## src/rtl/ipv4f_pkg.sv

```systemverilog
package ipv4f_pkg;

    // Number of interfaces that take part in the destination match.
    localparam int NUM_IFACES = 2;
    // Interfaces that own configuration registers; the rest stay unconfigured.
    localparam int CFG_IFACES = 2;
    localparam int IFACE_W    = (NUM_IFACES > 1) ? $clog2(NUM_IFACES) : 1;

    localparam int CFG_INDEX_W = 8;

    // Configuration register indexes.
    localparam logic [CFG_INDEX_W-1:0] REG_IFACE0_ADDR = 8'd0;
    localparam logic [CFG_INDEX_W-1:0] REG_IFACE0_MASK = 8'd1;
    localparam logic [CFG_INDEX_W-1:0] REG_IFACE1_ADDR = 8'd2;
    localparam logic [CFG_INDEX_W-1:0] REG_IFACE1_MASK = 8'd3;

    localparam logic [3:0]  IPV4_VERSION   = 4'd4;
    localparam logic [7:0]  PROTO_UDP      = 8'd17;
    localparam logic [7:0]  PROTO_TCP      = 8'd6;
    localparam logic [3:0]  MCAST_PREFIX   = 4'hE;
    localparam logic [15:0] FRAG_MASK      = 16'h3FFF;
    localparam logic [15:0] CSUM_GOOD      = 16'hFFFF;
    localparam logic [3:0]  MIN_IHL        = 4'd5;
    localparam logic [5:0]  BYTE_COUNT_MAX = 6'd63;

    // Header byte positions.
    localparam logic [5:0] POS_LEN_HI   = 6'd2;
    localparam logic [5:0] POS_LEN_LO   = 6'd3;
    localparam logic [5:0] POS_FLAGS_HI = 6'd6;
    localparam logic [5:0] POS_FLAGS_LO = 6'd7;
    localparam logic [5:0] POS_PROTO    = 6'd9;
    localparam logic [5:0] POS_SRC      = 6'd12;
    localparam logic [5:0] POS_DST      = 6'd16;
    localparam logic [5:0] POS_HDR_END  = 6'd20;

    typedef enum logic [3:0] {
        VERDICT_UDP         = 4'd0,
        VERDICT_TCP         = 4'd1,
        VERDICT_BAD_VERSION = 4'd2,
        VERDICT_BAD_LENGTH  = 4'd3,
        VERDICT_BAD_CSUM    = 4'd4,
        VERDICT_BAD_SOURCE  = 4'd5,
        VERDICT_NOT_FOR_US  = 4'd6,
        VERDICT_FRAGMENT    = 4'd7,
        VERDICT_UNKNOWN     = 4'd8
    } verdict_t;

    typedef struct packed {
        logic [31:0] addr;
        logic [31:0] mask;
    } iface_cfg_t;

endpackage

```

## src/rtl/ipv4_receive_header_filter_top.sv

```systemverilog
// IPv4 receive header filter.
//
// Packet bytes enter on the input channel one item per byte, starting at the
// first byte of the IP header; last_byte marks the final byte. The buffer
// lengths and the receiving interface are sampled with byte zero. On the last
// byte one verdict item leaves on the output channel with the matched
// interface and the protocol number; no other byte produces an output item.
//
// The input item is registered, then the header capture, the running ones'
// complement checksum and the verdict are worked out combinationally into the
// output register. out_valid rises once the last byte has passed from the input
// register into the output register, and one byte is taken in every cycle while in_ready is high.
//
// When the receiver stalls, a waiting verdict holds in the output register.
// Non-final bytes keep flowing; only a last byte that meets a full output
// register waits in the input register, and in_ready drops until the output
// is taken. The interface registers are written on the cfg channel, which is
// always ready. Reset clears the interface registers, the byte counter and
// both pipeline valids, so the first byte after reset is byte zero.
module ipv4_receive_header_filter_top (
    input  logic        clk,
    input  logic        rst_n,

    input  logic        cfg_valid,
    output logic        cfg_ready,
    input  logic [7:0]  cfg_index,
    input  logic [31:0] cfg_data,

    input  logic        in_valid,
    output logic        in_ready,
    input  logic [7:0]  data_byte,
    input  logic        last_byte,
    input  logic [15:0] first_buffer_len,
    input  logic [15:0] total_avail_len,
    input  logic        rx_iface,

    output logic        out_valid,
    input  logic        out_ready,
    output logic [3:0]  verdict,
    output logic        matched_iface,
    output logic [7:0]  protocol_number
);

    localparam int NUM_IFACES = ipv4f_pkg::NUM_IFACES;
    localparam int CFG_IFACES = ipv4f_pkg::CFG_IFACES;
    localparam int IFACE_W    = ipv4f_pkg::IFACE_W;

    // Configuration registers.
    ipv4f_pkg::iface_cfg_t cfg_reg [CFG_IFACES];

    assign cfg_ready = 1'b1;

    always_ff @(posedge clk or negedge rst_n)
    begin
        if (!rst_n)
        begin
            for (int k = 0; k < CFG_IFACES; k++)
            begin
                cfg_reg[k] <= '0;
            end
        end
        else if (cfg_valid)
        begin
            case (cfg_index)
                ipv4f_pkg::REG_IFACE0_ADDR: cfg_reg[0].addr <= cfg_data;
                ipv4f_pkg::REG_IFACE0_MASK: cfg_reg[0].mask <= cfg_data;
                ipv4f_pkg::REG_IFACE1_ADDR: cfg_reg[1].addr <= cfg_data;
                ipv4f_pkg::REG_IFACE1_MASK: cfg_reg[1].mask <= cfg_data;
                default: ;
            endcase
        end
    end

    // Input register stage.
    logic        s1_valid_reg;
    logic [7:0]  s1_byte_reg;
    logic        s1_last_reg;
    logic [15:0] s1_buf_len_reg;
    logic [15:0] s1_avail_len_reg;
    logic        s1_rx_reg;
    logic        s1_go;
    logic        out_valid_reg;

    // The input stage moves on unless it holds a last byte and the output is full.
    assign s1_go    = s1_valid_reg && (!s1_last_reg || !out_valid_reg || out_ready);
    assign in_ready = !s1_valid_reg || s1_go;

    always_ff @(posedge clk or negedge rst_n)
    begin
        if (!rst_n)
        begin
            s1_valid_reg <= 1'b0;
        end
        else if (in_ready)
        begin
            s1_valid_reg <= in_valid;
        end
    end

    always_ff @(posedge clk)
    begin
        if (in_ready && in_valid)
        begin
            s1_byte_reg      <= data_byte;
            s1_last_reg      <= last_byte;
            s1_buf_len_reg   <= first_buffer_len;
            s1_avail_len_reg <= total_avail_len;
            s1_rx_reg        <= rx_iface;
        end
    end

    // Per-packet header state.
    logic [5:0]  byte_count_reg,   byte_count_next;
    logic [7:0]  version_ihl_reg,  version_ihl_next;
    logic [15:0] total_len_reg,    total_len_next;
    logic [15:0] flags_offset_reg, flags_offset_next;
    logic [7:0]  proto_reg,        proto_next;
    logic [31:0] source_addr_reg,  source_addr_next;
    logic [31:0] dst_ip_reg,       dst_ip_next;
    logic [15:0] checksum_reg,     checksum_next;
    logic [7:0]  odd_byte_reg,     odd_byte_next;
    logic [15:0] buf_len_reg,      buf_len_next;
    logic [15:0] avail_len_reg,    avail_len_next;
    logic        rx_iface_reg,     rx_iface_next;

    logic [5:0]  idx;
    logic        first;
    logic [3:0]  ihl;
    logic [5:0]  hlen;
    logic [16:0] csum_sum;

    assign idx   = byte_count_reg;
    assign first = (idx == 6'd0);

    always_comb
    begin
        // Byte zero starts a packet: loads version/IHL, lengths, interface; clears the rest.
        version_ihl_next  = first ? s1_byte_reg      : version_ihl_reg;
        total_len_next    = first ? 16'd0            : total_len_reg;
        flags_offset_next = first ? 16'd0            : flags_offset_reg;
        proto_next        = first ? 8'd0             : proto_reg;
        source_addr_next  = first ? 32'd0            : source_addr_reg;
        dst_ip_next       = first ? 32'd0            : dst_ip_reg;
        checksum_next     = first ? 16'd0            : checksum_reg;
        odd_byte_next     = first ? 8'd0             : odd_byte_reg;
        buf_len_next      = first ? s1_buf_len_reg   : buf_len_reg;
        avail_len_next    = first ? s1_avail_len_reg : avail_len_reg;
        rx_iface_next     = first ? s1_rx_reg        : rx_iface_reg;

        case (idx)
            ipv4f_pkg::POS_LEN_HI:   total_len_next[15:8]    = s1_byte_reg;
            ipv4f_pkg::POS_LEN_LO:   total_len_next[7:0]     = s1_byte_reg;
            ipv4f_pkg::POS_FLAGS_HI: flags_offset_next[15:8] = s1_byte_reg;
            ipv4f_pkg::POS_FLAGS_LO: flags_offset_next[7:0]  = s1_byte_reg;
            ipv4f_pkg::POS_PROTO:    proto_next              = s1_byte_reg;
            default:
            begin
                if (idx >= ipv4f_pkg::POS_SRC && idx < ipv4f_pkg::POS_DST)
                begin
                    source_addr_next[8*(3-idx[1:0]) +: 8] = s1_byte_reg;
                end
                else if (idx >= ipv4f_pkg::POS_DST && idx < ipv4f_pkg::POS_HDR_END)
                begin
                    dst_ip_next[8*(3-idx[1:0]) +: 8] = s1_byte_reg;
                end
            end
        endcase

        ihl  = version_ihl_next[3:0];
        hlen = {ihl, 2'b00};

        // Header bytes pair up into 16-bit words for the end-around carry sum.
        csum_sum = {1'b0, checksum_next} + {1'b0, odd_byte_next, s1_byte_reg};
        if (idx < hlen)
        begin
            if (!idx[0])
            begin
                odd_byte_next = s1_byte_reg;
            end
            else
            begin
                checksum_next = csum_sum[15:0] + {15'd0, csum_sum[16]};
            end
        end

        if (s1_last_reg)
        begin
            byte_count_next = 6'd0;
        end
        else if (idx != ipv4f_pkg::BYTE_COUNT_MAX)
        begin
            byte_count_next = idx + 6'd1;
        end
        else
        begin
            byte_count_next = idx;
        end
    end

    always_ff @(posedge clk or negedge rst_n)
    begin
        if (!rst_n)
        begin
            byte_count_reg   <= '0;
            version_ihl_reg  <= '0;
            total_len_reg    <= '0;
            flags_offset_reg <= '0;
            proto_reg        <= '0;
            source_addr_reg  <= '0;
            dst_ip_reg       <= '0;
            checksum_reg     <= '0;
            odd_byte_reg     <= '0;
            buf_len_reg      <= '0;
            avail_len_reg    <= '0;
            rx_iface_reg     <= '0;
        end
        else if (s1_go)
        begin
            byte_count_reg   <= byte_count_next;
            version_ihl_reg  <= version_ihl_next;
            total_len_reg    <= total_len_next;
            flags_offset_reg <= flags_offset_next;
            proto_reg        <= proto_next;
            source_addr_reg  <= source_addr_next;
            dst_ip_reg       <= dst_ip_next;
            checksum_reg     <= checksum_next;
            odd_byte_reg     <= odd_byte_next;
            buf_len_reg      <= buf_len_next;
            avail_len_reg    <= avail_len_next;
            rx_iface_reg     <= rx_iface_next;
        end
    end

    // Interface matching, one matcher per interface. Interfaces without
    // registers read as unconfigured.
    logic [NUM_IFACES-1:0] dest_accept;
    logic [NUM_IFACES-1:0] source_bcast;

    for (genvar g = 0; g < NUM_IFACES; g++)
    begin : g_iface
        ipv4f_pkg::iface_cfg_t iface_cfg;

        if (g < CFG_IFACES)
        begin : g_cfg
            assign iface_cfg = cfg_reg[g];
        end
        else
        begin : g_none
            assign iface_cfg = '0;
        end

        ipv4f_iface_match u_match (
            .iface        (iface_cfg),
            .dst_ip       (dst_ip_next),
            .source_addr  (source_addr_next),
            .dest_accept  (dest_accept[g]),
            .source_bcast (source_bcast[g])
        );
    end

    // Verdict for the packet ending with this byte.
    logic [IFACE_W-1:0]    rx_sel;
    logic [NUM_IFACES-1:0] rx_onehot;
    logic                  rx_accept;
    logic                  found;
    logic [IFACE_W-1:0]    matched;
    logic                  length_bad;
    ipv4f_pkg::verdict_t   verdict_next;

    always_comb
    begin
        // A receiving interface out of range falls back to interface 0.
        rx_sel = ({31'd0, rx_iface_next} < NUM_IFACES) ? IFACE_W'(rx_iface_next) : '0;
        for (int k = 0; k < NUM_IFACES; k++)
        begin
            rx_onehot[k] = (rx_sel == IFACE_W'(k));
        end
        rx_accept = |(dest_accept & rx_onehot);

        // The receiving interface wins; otherwise the lowest accepting one.
        found   = rx_accept;
        matched = rx_sel;
        for (int k = NUM_IFACES - 1; k >= 0; k--)
        begin
            if (!rx_accept && dest_accept[k])
            begin
                found   = 1'b1;
                matched = IFACE_W'(k);
            end
        end

        length_bad = (version_ihl_next[3:0] < ipv4f_pkg::MIN_IHL) ||
                     ({10'd0, hlen} > buf_len_next) ||
                     (total_len_next > avail_len_next) ||
                     (({1'b0, idx} + 7'd1) < {1'b0, hlen});

        if (version_ihl_next[7:4] != ipv4f_pkg::IPV4_VERSION)
        begin
            verdict_next = ipv4f_pkg::VERDICT_BAD_VERSION;
        end
        else if (length_bad)
        begin
            verdict_next = ipv4f_pkg::VERDICT_BAD_LENGTH;
        end
        else if (checksum_next != ipv4f_pkg::CSUM_GOOD)
        begin
            verdict_next = ipv4f_pkg::VERDICT_BAD_CSUM;
        end
        else if ((|(source_bcast & rx_onehot)) ||
                 (source_addr_next[31:28] == ipv4f_pkg::MCAST_PREFIX))
        begin
            verdict_next = ipv4f_pkg::VERDICT_BAD_SOURCE;
        end
        else if (!found)
        begin
            verdict_next = ipv4f_pkg::VERDICT_NOT_FOR_US;
        end
        else if ((flags_offset_next & ipv4f_pkg::FRAG_MASK) != 16'd0)
        begin
            verdict_next = ipv4f_pkg::VERDICT_FRAGMENT;
        end
        else if (proto_next == ipv4f_pkg::PROTO_UDP)
        begin
            verdict_next = ipv4f_pkg::VERDICT_UDP;
        end
        else if (proto_next == ipv4f_pkg::PROTO_TCP)
        begin
            verdict_next = ipv4f_pkg::VERDICT_TCP;
        end
        else
        begin
            verdict_next = ipv4f_pkg::VERDICT_UNKNOWN;
        end
    end

    // The matched interface is reported only when the destination check found a match.
    logic                match_ran;
    ipv4f_pkg::verdict_t verdict_reg;
    logic                matched_reg;
    logic [7:0]          protocol_reg;

    assign match_ran = (verdict_next == ipv4f_pkg::VERDICT_UDP) ||
                       (verdict_next == ipv4f_pkg::VERDICT_TCP) ||
                       (verdict_next == ipv4f_pkg::VERDICT_FRAGMENT) ||
                       (verdict_next == ipv4f_pkg::VERDICT_UNKNOWN);

    always_ff @(posedge clk or negedge rst_n)
    begin
        if (!rst_n)
        begin
            out_valid_reg <= 1'b0;
        end
        else if (s1_go && s1_last_reg)
        begin
            out_valid_reg <= 1'b1;
        end
        else if (out_ready)
        begin
            out_valid_reg <= 1'b0;
        end
    end

    always_ff @(posedge clk)
    begin
        if (s1_go && s1_last_reg)
        begin
            verdict_reg  <= verdict_next;
            matched_reg  <= match_ran && matched[0];
            protocol_reg <= proto_next;
        end
    end

    assign out_valid       = out_valid_reg;
    assign verdict         = verdict_reg;
    assign matched_iface   = matched_reg;
    assign protocol_number = protocol_reg;

    // The next packet always starts at byte zero.
    a_count_restart: assert property (@(posedge clk) disable iff (!rst_n)
        s1_go && s1_last_reg |=> byte_count_reg == 6'd0)
        else $error("byte counter did not restart after the last byte");

    // Backpressure only comes from a last byte meeting a full output register.
    a_stall_cause: assert property (@(posedge clk) disable iff (!rst_n)
        !in_ready |-> s1_valid_reg && s1_last_reg && out_valid_reg && !out_ready)
        else $error("input stalled without a waiting verdict");

    // Rejections up to and including the destination check report interface zero.
    a_match_zero: assert property (@(posedge clk) disable iff (!rst_n)
        out_valid && (verdict == ipv4f_pkg::VERDICT_BAD_VERSION ||
                      verdict == ipv4f_pkg::VERDICT_BAD_LENGTH ||
                      verdict == ipv4f_pkg::VERDICT_BAD_CSUM ||
                      verdict == ipv4f_pkg::VERDICT_BAD_SOURCE ||
                      verdict == ipv4f_pkg::VERDICT_NOT_FOR_US) |-> !matched_iface)
        else $error("matched interface set on an early rejection");

endmodule

```

## src/rtl/ipv4f_iface_match.sv

```systemverilog
module ipv4f_iface_match (
    input  ipv4f_pkg::iface_cfg_t iface,
    input  logic [31:0]           dst_ip,
    input  logic [31:0]           source_addr,
    output logic                  dest_accept,
    output logic                  source_bcast
);

    // All ones or zero is always broadcast; otherwise a subnet broadcast is an
    // address on the subnet with all host bits set that is not our own address.
    function automatic logic is_bcast(input logic [31:0] a, input ipv4f_pkg::iface_cfg_t c);
        logic result;
        begin
            if (a == 32'hFFFF_FFFF || a == 32'd0)
            begin
                result = 1'b1;
            end
            else if (a == c.addr)
            begin
                result = 1'b0;
            end
            else
            begin
                result = ((a & c.mask) == (c.addr & c.mask)) && ((a | c.mask) == 32'hFFFF_FFFF);
            end
            return result;
        end
    endfunction

    assign dest_accept  = (iface.addr != 32'd0) &&
                          ((dst_ip == iface.addr) || is_bcast(dst_ip, iface));
    assign source_bcast = is_bcast(source_addr, iface);

endmodule
```

## config.mk

```make
export PLATFORM = sky130hd
export DESIGN_NAME = ipv4_receive_header_filter_top
export DESIGN_NICKNAME = d
export VERILOG_FILES = /design/src/rtl/ipv4f_pkg.sv /design/src/rtl/ipv4_receive_header_filter_top.sv /design/src/rtl/ipv4f_iface_match.sv
export SDC_FILE = /design/constraint.sdc
export NUM_CORES = 1
export LEC_CHECK = 0
export BUFFER_PORTS_ARGS = -buffer_cell sky130_fd_sc_hd__buf_2
export CELL_PAD_IN_SITES_DETAIL_PLACEMENT = 1
export CELL_PAD_IN_SITES_GLOBAL_PLACEMENT = 2
export CORE_AREA = 2 2 246 248
export CTS_CLUSTER_SIZE = 25
export DETAILED_ROUTE_END_ITERATION = 8
export DIE_AREA = 0 0 248 250
export PLACE_DENSITY = 0.76
export SLEW_MARGIN = 20
export SYNTH_ARGS = -nofsm -noshare
export SYNTH_HDL_FRONTEND = slang
export SYNTH_HIERARCHICAL = 1
export SYNTH_SLANG_ARGS = --single-unit
```

## constraint.sdc

```tcl
create_clock -name clk -period 16.4 [get_ports clk]
set_input_delay 3.28 -clock clk [delete_from_list [all_inputs] [get_ports clk]]
set_output_delay 3.28 -clock clk [all_outputs]
set_load 0.02 [all_outputs]
```

==> run metrics <==
outcome=completed; Bufs and invs on worst path=2; Compound-Gate Fraction of Synth Area=16.6%; initial cell density of the core=34.6%; pwr/cell area=around 120 mW/mm^2; mapped cell area=roughly 0.021 mm^2; Port Buf Inserts=101; drt via density=6.10; relative slew slack=between 30% and 40%; First-pass DRT Iterations=5; depth of the CTS H-tree=2; leakage=11.0 nW; GR Overflow Total=0; Critical Path RT=13.12 ns; critical path launch point type=primary input; post-route setup TNS=0 ns; Synth cell types=85; share of flip-flops with an asynchronous set or reset=84.6%; row count=90; critical path's slowest cell=buf_2; Top Family by Delay on Critical Path=simple AND/OR/NAND/NOR gates; Diodes inserted=0; Main synth FF type=dfrtp_1; WL per Instance=between 20 and 30 um; mux contribution to synthesized area=10.1%; area leader, netlist=dfrtp_1; synth warn=6; Final setup viols=0; critical-path cell list=buf_2, nor2b_1, nand3_1, buf_2; first-pass GRT wire length=125,000 um; min-delay worst type=flip-flop to flip-flop; CTS tree=yes; area grow syn2layout=13.5%; clk slew on worst S/H paths=0.05 ns; pre-CTS setup slack=roughly 9.2 ns; synthesized flop and latch total=around 360; Fin. Hold Viols=0; Post-Synth Adder-Cell Area=2.92%; post-synthesis sequential area ratio=44.8%; routed via count=17,722; DR iter-0 viols=1,636; kind of critical path=primary input to output pin; MaxCap Viol Count=0; GPL Wtd Cong=1.01; Yosys top cell area share=36.8%; vias in the first global route=18,383; final wirelength=~84,000 um; Post-Syn Instances=2,005; Post-synth EDFFs=55; fillers=between 6,000 and 7,000; final worst slack=9.22 ns; top cells by area, synth=dfrtp_1 37%, mux2_2 8.8%, edfxtp_1 8.0%; Final period util=43.8%; f_max=139 MHz; post-DP HPWL=60,600 um; Max Buffers Root-to-Sink=3; top-count cell post-synth=dfrtp_1; Final Critical Period=7.18 ns; clock sink count=358; Synth top cells by count=303 x dfrtp_1, 298 x nand2_1, 160 x mux2_2, 136 x xor2_1, 118 x nor4_1; Synth Area in XOR/XNOR=6.85%; Mapped Nets=2,137; cts-stage hold buffer count=0; max reg flops=128; Worst Path Arrival=3.90 ns; most frequent CP cell=buf_2; Worst path max stage delay=0.19 ns; largest fanout on the critical path=3; VDD IR max=0.0851 mV; nets=2,220; Crit. End Element=output pin; boundary pin count=103; initial antenna violation count=0; simple logic cell fraction of the synthesized area=16.5%; die height=250 um; post_cts resized=0; total setup buffers inserted after CTS=0; average size of a mapped cell=10.3 um^2; skew final=0.0392 ns; RSZ-0062 raised after global routing=no; DRC=0; Slew Limit Fails=0; root buf cell=clkbuf_16; largest net degree at the start of global routing=114; core area=0.0596 mm^2; fin util=39.2%; DP Area=0.0219 mm^2; share of cells above drive strength 1=a little under a fifth; die area=0.0620 mm^2; Clk Latency, worst-skew pair=0.61 ns; main combinational cell family by area after synthesis=compound AO/OA/AOI/OAI gates; die width=248 um; Worst Tran Pin Value=1.00 ns; DRT antenna net count=0; Final Cell Area=0.0234 mm^2; GRT Util Overall=27.2%; CTS Buf Count=43
==> layout make-up <==
cell class / count / area, um^2 / area share (%)
timing repair buffer: 127 / 711 / 3.04
clock buffer: 61 / 1210 / 5.19
tap: 782 / 978 / 4.19
clock inverter: 18 / 231 / 0.990
inverter: 20 / 75.1 / 0.321
multi-input combinational: 1538 / 10900 / 46.8
sequential: 358 / 9230 / 39.5
==> stage by stage <==
stage               instances  power (mW)  hold slack (ns)
floorplan                2005        1.58            0.437
global placement         2825        1.80            0.456
detailed placement       2825        1.83            0.464
CTS                      2904        2.83            0.478
global route             2904        2.95            0.493
finish                   2904        2.81            0.477
==> cell families after synthesis <==
kind of cell    Yosys count
mux                     187
fa+ha+maj                48
other cells               1
flops                   358
xor+xnor                158
compound gates          466
buf+inv                 109
simple gates            678
==> worst reg2reg max path: cells and delay by family, from the launching register on <==
family | cells | cell delay [ns]
AO/OA/AOI/OAI | 13 | 2.73
adder cells (fa/ha/maj) | 4 | 1.05
buffers and inverters | 2 | 0.64
flip-flops | 1 | 0.51
AND/OR/NAND/NOR | 6 | 1.82
==> cell usage in the layout (no fill, tap or decap), types with 69 or more instances in the layout <==
cell type  netlist  layout
nand4_1         77      77
a22o_1         116     116
o22ai_1         69      69
o21ai_0         82      82
mux2_2         160     160
nand2_1        298     296
xor2_1         136     136
dfrtp_1        303     303
nor4_1         118     118
buf_2           12     100
==> worst paths after layout <==
path	depth (start not counted)	slack [ns]	start	to
setup / recovery	4	9.22	out_ready	in_ready
hold / removal	2	0.48	source_addr_reg[14]	source_addr_reg[14]
setup reg to reg	25	9.41	byte_count_reg[0]	verdict[2]
hold reg to reg	2	0.48	source_addr_reg[14]	source_addr_reg[14]
max in group asynchronous	3	11.46	rst_n	cfg_reg[111]
min in group asynchronous	1	2.72	rst_n	avail_len_reg[9]
==> power breakdown <==
part / total (mW) / switching [mW] / internal, mW
clock: 0.986 / 0.415 / 0.571
sequential: 1.11 / 0.106 / 1.00
combinational: 0.713 / 0.449 / 0.264
==> routing by layer <==
metal	GRT usage (%)	routed length (um)
met3	4.53	5270
met4	6.89	2130
met2	41.2	37400
met5	0	0
met1	39.9	39600
Note: power is estimated with default switching activity, not from simulation.
